File: config.mk
export PLATFORM = sky130hd
export DESIGN_NAME = ermg_rows
export DESIGN_NICKNAME = d
export VERILOG_FILES = /design/src/design/ermg_pkg.sv /design/src/design/ermg_rows.sv
export SDC_FILE = /design/constraint.sdc
export NUM_CORES = 1
export LEC_CHECK = 0
export BUFFER_PORTS_ARGS = -buffer_cell sky130_fd_sc_hd__buf_4
export CELL_PAD_IN_SITES_DETAIL_PLACEMENT = 1
export CELL_PAD_IN_SITES_GLOBAL_PLACEMENT = 2
export CORE_AREA = 8 8 374 376
export CTS_CLUSTER_SIZE = 25
export DETAILED_ROUTE_END_ITERATION = 6
export DIE_AREA = 0 0 382 384
export PLACE_DENSITY = 0.52
export SYNTH_ARGS = -nofsm -noshare
export SYNTH_HDL_FRONTEND = slang
export SYNTH_SLANG_ARGS = --single-unit
File: constraint.sdc
create_clock -name i_clk -period 71.8 [get_ports i_clk]
set_clock_uncertainty 0.1 [all_clocks]
set_input_delay 3.59 -clock i_clk [delete_from_list [all_inputs] [get_ports i_clk]]
set_output_delay 3.59 -clock i_clk [all_outputs]
set_load 0.05 [all_outputs]
File: src/design/ermg_pkg.sv
// ---------------------------------------------------------------------------
// ermg_pkg
// Shared types, codes and constants of the rotation matrix generator.
// ---------------------------------------------------------------------------
package ermg_pkg;

    localparam int OP_W      = 3;
    localparam int ANG_W     = 32;
    localparam int SHIFT_W   = 48;
    localparam int SCALE_W   = 32;
    localparam int ENTRY_W   = 48;
    localparam int THR_W     = 10;
    localparam int TRIG_W    = 34;
    localparam int REM_W     = 32;
    localparam int DIV_STEPS = 48;

    localparam logic [OP_W-1:0] OP_DIRECT  = 3'd0;
    localparam logic [OP_W-1:0] OP_D_OMEGA = 3'd1;
    localparam logic [OP_W-1:0] OP_D_PHI   = 3'd2;
    localparam logic [OP_W-1:0] OP_D_KAPPA = 3'd3;
    localparam logic [OP_W-1:0] OP_D_TX    = 3'd4;
    localparam logic [OP_W-1:0] OP_D_TY    = 3'd5;
    localparam logic [OP_W-1:0] OP_D_TZ    = 3'd6;
    localparam logic [OP_W-1:0] OP_D_SCALE = 3'd7;

    localparam logic [THR_W-1:0] THR_RESET = 10'd4;

    typedef logic signed [TRIG_W-1:0]  t_trig;
    typedef logic signed [ENTRY_W-1:0] t_entry;
    typedef t_entry [3:0] t_row;
    typedef t_row   [3:0] t_mat;

    localparam t_trig  HALF_PI = 34'sd1686629713;
    localparam t_trig  PI_Q30  = 34'sd3373259426;
    localparam t_trig  GAIN    = 34'sd652032874;
    localparam t_entry ONE_Q30 = 48'sd1073741824;
    localparam t_entry MAX48   = 48'sh7FFF_FFFF_FFFF;
    localparam t_entry MIN48   = 48'sh8000_0000_0000;

    typedef struct packed {
        t_trig oc;
        t_trig os;
        t_trig pc;
        t_trig ps;
        t_trig kc;
        t_trig ks;
    } t_trig_set;

    typedef struct packed {
        t_entry tx;
        t_entry ty;
        t_entry tz;
        t_entry inv;
    } t_div_set;

    typedef struct packed {
        logic            valid;
        logic [OP_W-1:0] op;
        logic            err;
    } t_side;

    function automatic t_trig atan_step(input int i);
        t_trig v;
        case (i)
            0:       v = 34'sd843314857;
            1:       v = 34'sd497837829;
            2:       v = 34'sd263043837;
            3:       v = 34'sd133525159;
            4:       v = 34'sd67021687;
            5:       v = 34'sd33543516;
            6:       v = 34'sd16775851;
            7:       v = 34'sd8388437;
            8:       v = 34'sd4194283;
            9:       v = 34'sd2097149;
            10:      v = 34'sd1048576;
            default: v = (i <= 30) ? (t_trig'(1) <<< (30 - i)) : t_trig'(0);
        endcase
        return v;
    endfunction

    // Q4.30 product, rounded half up
    function automatic t_trig mulq(input t_trig a, input t_trig b);
        logic signed [2*TRIG_W-1:0] ea;
        logic signed [2*TRIG_W-1:0] eb;
        logic signed [2*TRIG_W-1:0] p;
        ea = a;
        eb = b;
        p  = ea * eb + (2*TRIG_W)'(64'sd536870912);
        return t_trig'(p >>> 30);
    endfunction

endpackage

File: src/design/ermg_rows.sv
// ---------------------------------------------------------------------------
// ermg_rows
// Output register: holds one matrix and hands it out row by row.
// ---------------------------------------------------------------------------
module ermg_rows import ermg_pkg::*; (
    input  logic         i_clk,
    input  logic         i_rst_n,
    input  t_mat         i_mat,
    input  t_side        i_side,
    input  logic         i_out_stall,
    output logic         o_load,
    output logic         o_out_valid,
    output logic [1:0]   o_row_index,
    output t_entry       o_entry_0,
    output t_entry       o_entry_1,
    output t_entry       o_entry_2,
    output t_entry       o_entry_3,
    output logic         o_last_row,
    output logic         o_scale_error
);

    logic       r_busy;
    logic [1:0] r_row;
    t_mat       r_mat;
    logic       r_err;
    logic       w_last;

    assign w_last = r_err || (r_row == 2'd3);
    assign o_load = !r_busy || (!i_out_stall && w_last);

    always_ff @(posedge i_clk) begin
        if (!i_rst_n) begin
            r_busy <= 1'b0;
            r_row  <= '0;
        end else if (o_load) begin
            r_busy <= i_side.valid;
            r_row  <= '0;
        end else if (!i_out_stall) begin
            r_row  <= r_row + 2'd1;
        end
    end

    always_ff @(posedge i_clk) begin
        if (o_load && i_side.valid) begin
            r_mat <= i_mat;
            r_err <= i_side.err;
        end
    end

    assign o_out_valid   = r_busy;
    assign o_row_index   = r_row;
    assign o_entry_0     = r_mat[r_row][0];
    assign o_entry_1     = r_mat[r_row][1];
    assign o_entry_2     = r_mat[r_row][2];
    assign o_entry_3     = r_mat[r_row][3];
    assign o_last_row    = w_last;
    assign o_scale_error = r_err;

endmodule

==> run summary <==
Largest net degree at the start of global routing: 178
Htree depth: 3
Main combinational cell family by area after synthesis: multiplexers
Comb power frac: 10.6%
Multiplexer share of the synthesized area: 15.5%
Status: complete, no violations
Finished Core Util: 29.8%
Ys Warns: 0
Power Internal: 821 µW
# IOs: 974
Register share of total power: 50.0%
First-pass GRT wire length: 141000 µm
XOR/XNOR Fraction of Synth Area: 0.0313%
Grt total ovfl: 0
Antenna viol nets, final: 0
Worst path arrival time: 4.60 ns
Detailed Place HPWL: 82600 µm
Simple logic cell fraction of the synthesized area: 0.112%
Clk sink count: 772
Inserted Clock Buffers: 92
Final Wtd Congestion: 0.797
Vias in the first global route: 17600
Total setup buffers inserted after CTS: 0
Slew Limit Fails: 0
PortBufs: 970
Clk buf depth: 3
Post-DR wirelength/cell: 27.1 µm
Achievable Freq: 0.121 GHz
Crit path time final: 8.29 ns
Site Rows: 135
Actual slew at the worst max-slew pin: 1.21 ns
Post-Synth Adder-Cell Area: 0.0447%
Setup CP Type: flop to output port
HP Class: flop to flop
Synth Cell Area: 28000 µm²
Post-synthesis sequential area ratio: 82.7%
Core Footprint: 134000 µm²
P_leak: 0.0145 µW
# nets final: 2832
TritonCTS clock tree: done
Hold_ws: 0.483 ns
Setup crit end kind: output port
Synth Net Count: 1796
Yosys top cell area share: 82.5%
Crit Path Max Fanout: 36
Yosys top cell by area: edfxtp_1
Commonest cells after routing, fill and taps aside: buf_4, edfxtp_1, mux4_2
Final Power: 1080 µW
Compound-Gate Fraction of Synth Area: 0.0894%
Die height: 384 µm
Clock Power Share: 39.4%
Setup ws final: 63.51 ns
Filler cell count: 13900
Max cap viols: 0
Worst Path Required: 68.11 ns
Synth unique cells: 19
Final hold violation count: 0
CTS clock-pin slew for the worst setup and hold paths: 0.05 ns
Post-synthesis instance total: 1019
Drt first pass iters: 7
Routed wire length: 106000 µm
Area growth, synth to finish: 42.8%
Total track usage: 13.8%
Die extent in x: 382 µm
Pre-CTS WS: 63.83 ns
CTS resizes: 0
Mapped Avg Cell Area: 27.5 µm²
Net Switching: 257 µW
Setup_tns: 0 ns
Initial core utilization: 20.9%
Vias per cell: 3.93
Rel. slew slack: 19.4%
Layout cell share with drive strength beyond 1: 60.9%
Pwr dens: 27.0 nW/µm²
Element type at the critical path start: flop
Hold buffers post-CTS: 0
Iteration-0 DRC Markers: 783
# DRC: 0
Clock root cell: clkbuf_16
Commonest non-fill, non-tap cell in the layout: buf_4
Die ar.: 147000 µm²
RSZ-0062 raised after global routing: false
Yosys reg bits: 772
Synth area leaders: edfxtp_1, mux4_2, buf_12, buf_6, buf_2
Sw Ratio: 23.8%
Tcrit/Tclk final: 11.5%
Antenna violations before repair: 43
Total number of vias: 15400
Peak VDD IR: 0.0154 mV
Worst-Skew Late Latency: 0.66 ns
Setup-failing EPs final: 0
==> cells in the mapped netlist <==
| cell type | n |
|---|---|
| buf_4 | 2 |
| dfxtp_1 | 3 |
| buf_6 | 9 |
| mux2_2 | 1 |
| nand2_1 | 1 |
| o21bai_1 | 1 |
| a21oi_1 | 1 |
| o21ai_0 | 1 |
| buf_12 | 11 |
| mux4_2 | 192 |
| a21boi_0 | 1 |
| and4_1 | 2 |
| ha_1 | 1 |
| edfxtp_1 | 769 |
| nor2_1 | 1 |
| xnor2_1 | 1 |
| buf_2 | 19 |
| or2_2 | 1 |
| clkbuf_1 | 2 |
==> state kept, by name, summed over array words and instances (netlist names) <==
register / count
r_mat: 768
o_out_valid: 1
o_scale_error: 1
o_row_index: 2
==> path summary, 6_finish.rpt <==
kind,startpoint,to,slack [ns],cells past startpoint
setup reg to reg,o_row_index[1],r_mat[43],66.85,6
setup / recovery,o_row_index[0],o_entry_0[38],63.51,5
hold reg to reg,o_out_valid,o_row_index[1],0.48,1
hold / removal,o_out_valid,o_row_index[1],0.48,1
==> per-layer routing <==
metal / track usage, % / vias up / part of all wire (%)
met5: 0 / - / 0.23
met4: 4.39 / 40 / 2.6
met1: 14.2 / 7907 / 35
li1: - / 6584 / -
met3: 7.48 / 174 / 12
met2: 23.9 / 724 / 50
==> logic make-up (layout without fill, tap and decap cells) <==
logic type | after synthesis | after routing
adders and majority gates | 1 | 1
DFF | 772 | 772
muxes | 193 | 193
buffers and inverters | 43 | 1150
xor gates and xnor gates | 1 | 1
and+or+nand+nor | 5 | 5
other | 0 | 17
AOI/OAI and AO/OA | 4 | 4
==> cell type report <==
type                    count  area [µm²]  share of cell area [%]
diodes                     17        42.5                   0.106
flip-flops and latches    772       23200                    57.9
multi-input cells         204        4420                    11.1
well taps                1781        2230                    5.57
clock buffers             120        2430                    6.07
repair buffers            985        7430                    18.6
clock inverters            45         268                   0.670
==> power groups by stage <==
| stage | combinational (µW) | sequential, µW | clock, µW |
|---|---|---|---|
| detailed placement | 118 | 549 | 0 |
| global route | 120 | 541 | 454 |
| CTS | 118 | 539 | 443 |
| floorplan | 56.2 | 611 | 0 |
| global placement | 116 | 547 | 0 |
| finish | 114 | 539 | 424 |
==> through the flow <==
stage,area (µm²),cells
after detailed placement,37200,3742
after global routing,39900,3910
after global placement,37200,3742
after CTS,39900,3907
after floorplan,28000,1019
final,40000,3924
==> critical path, stage by stage, from the launching register on <==
cell and delay (ns):
dfxtp_4 0.80, buf_4 0.75, buf_4 0.66, buf_4 0.68
mux4_2 0.67, buf_4 0.23
(Power assumes the default switching activity.)
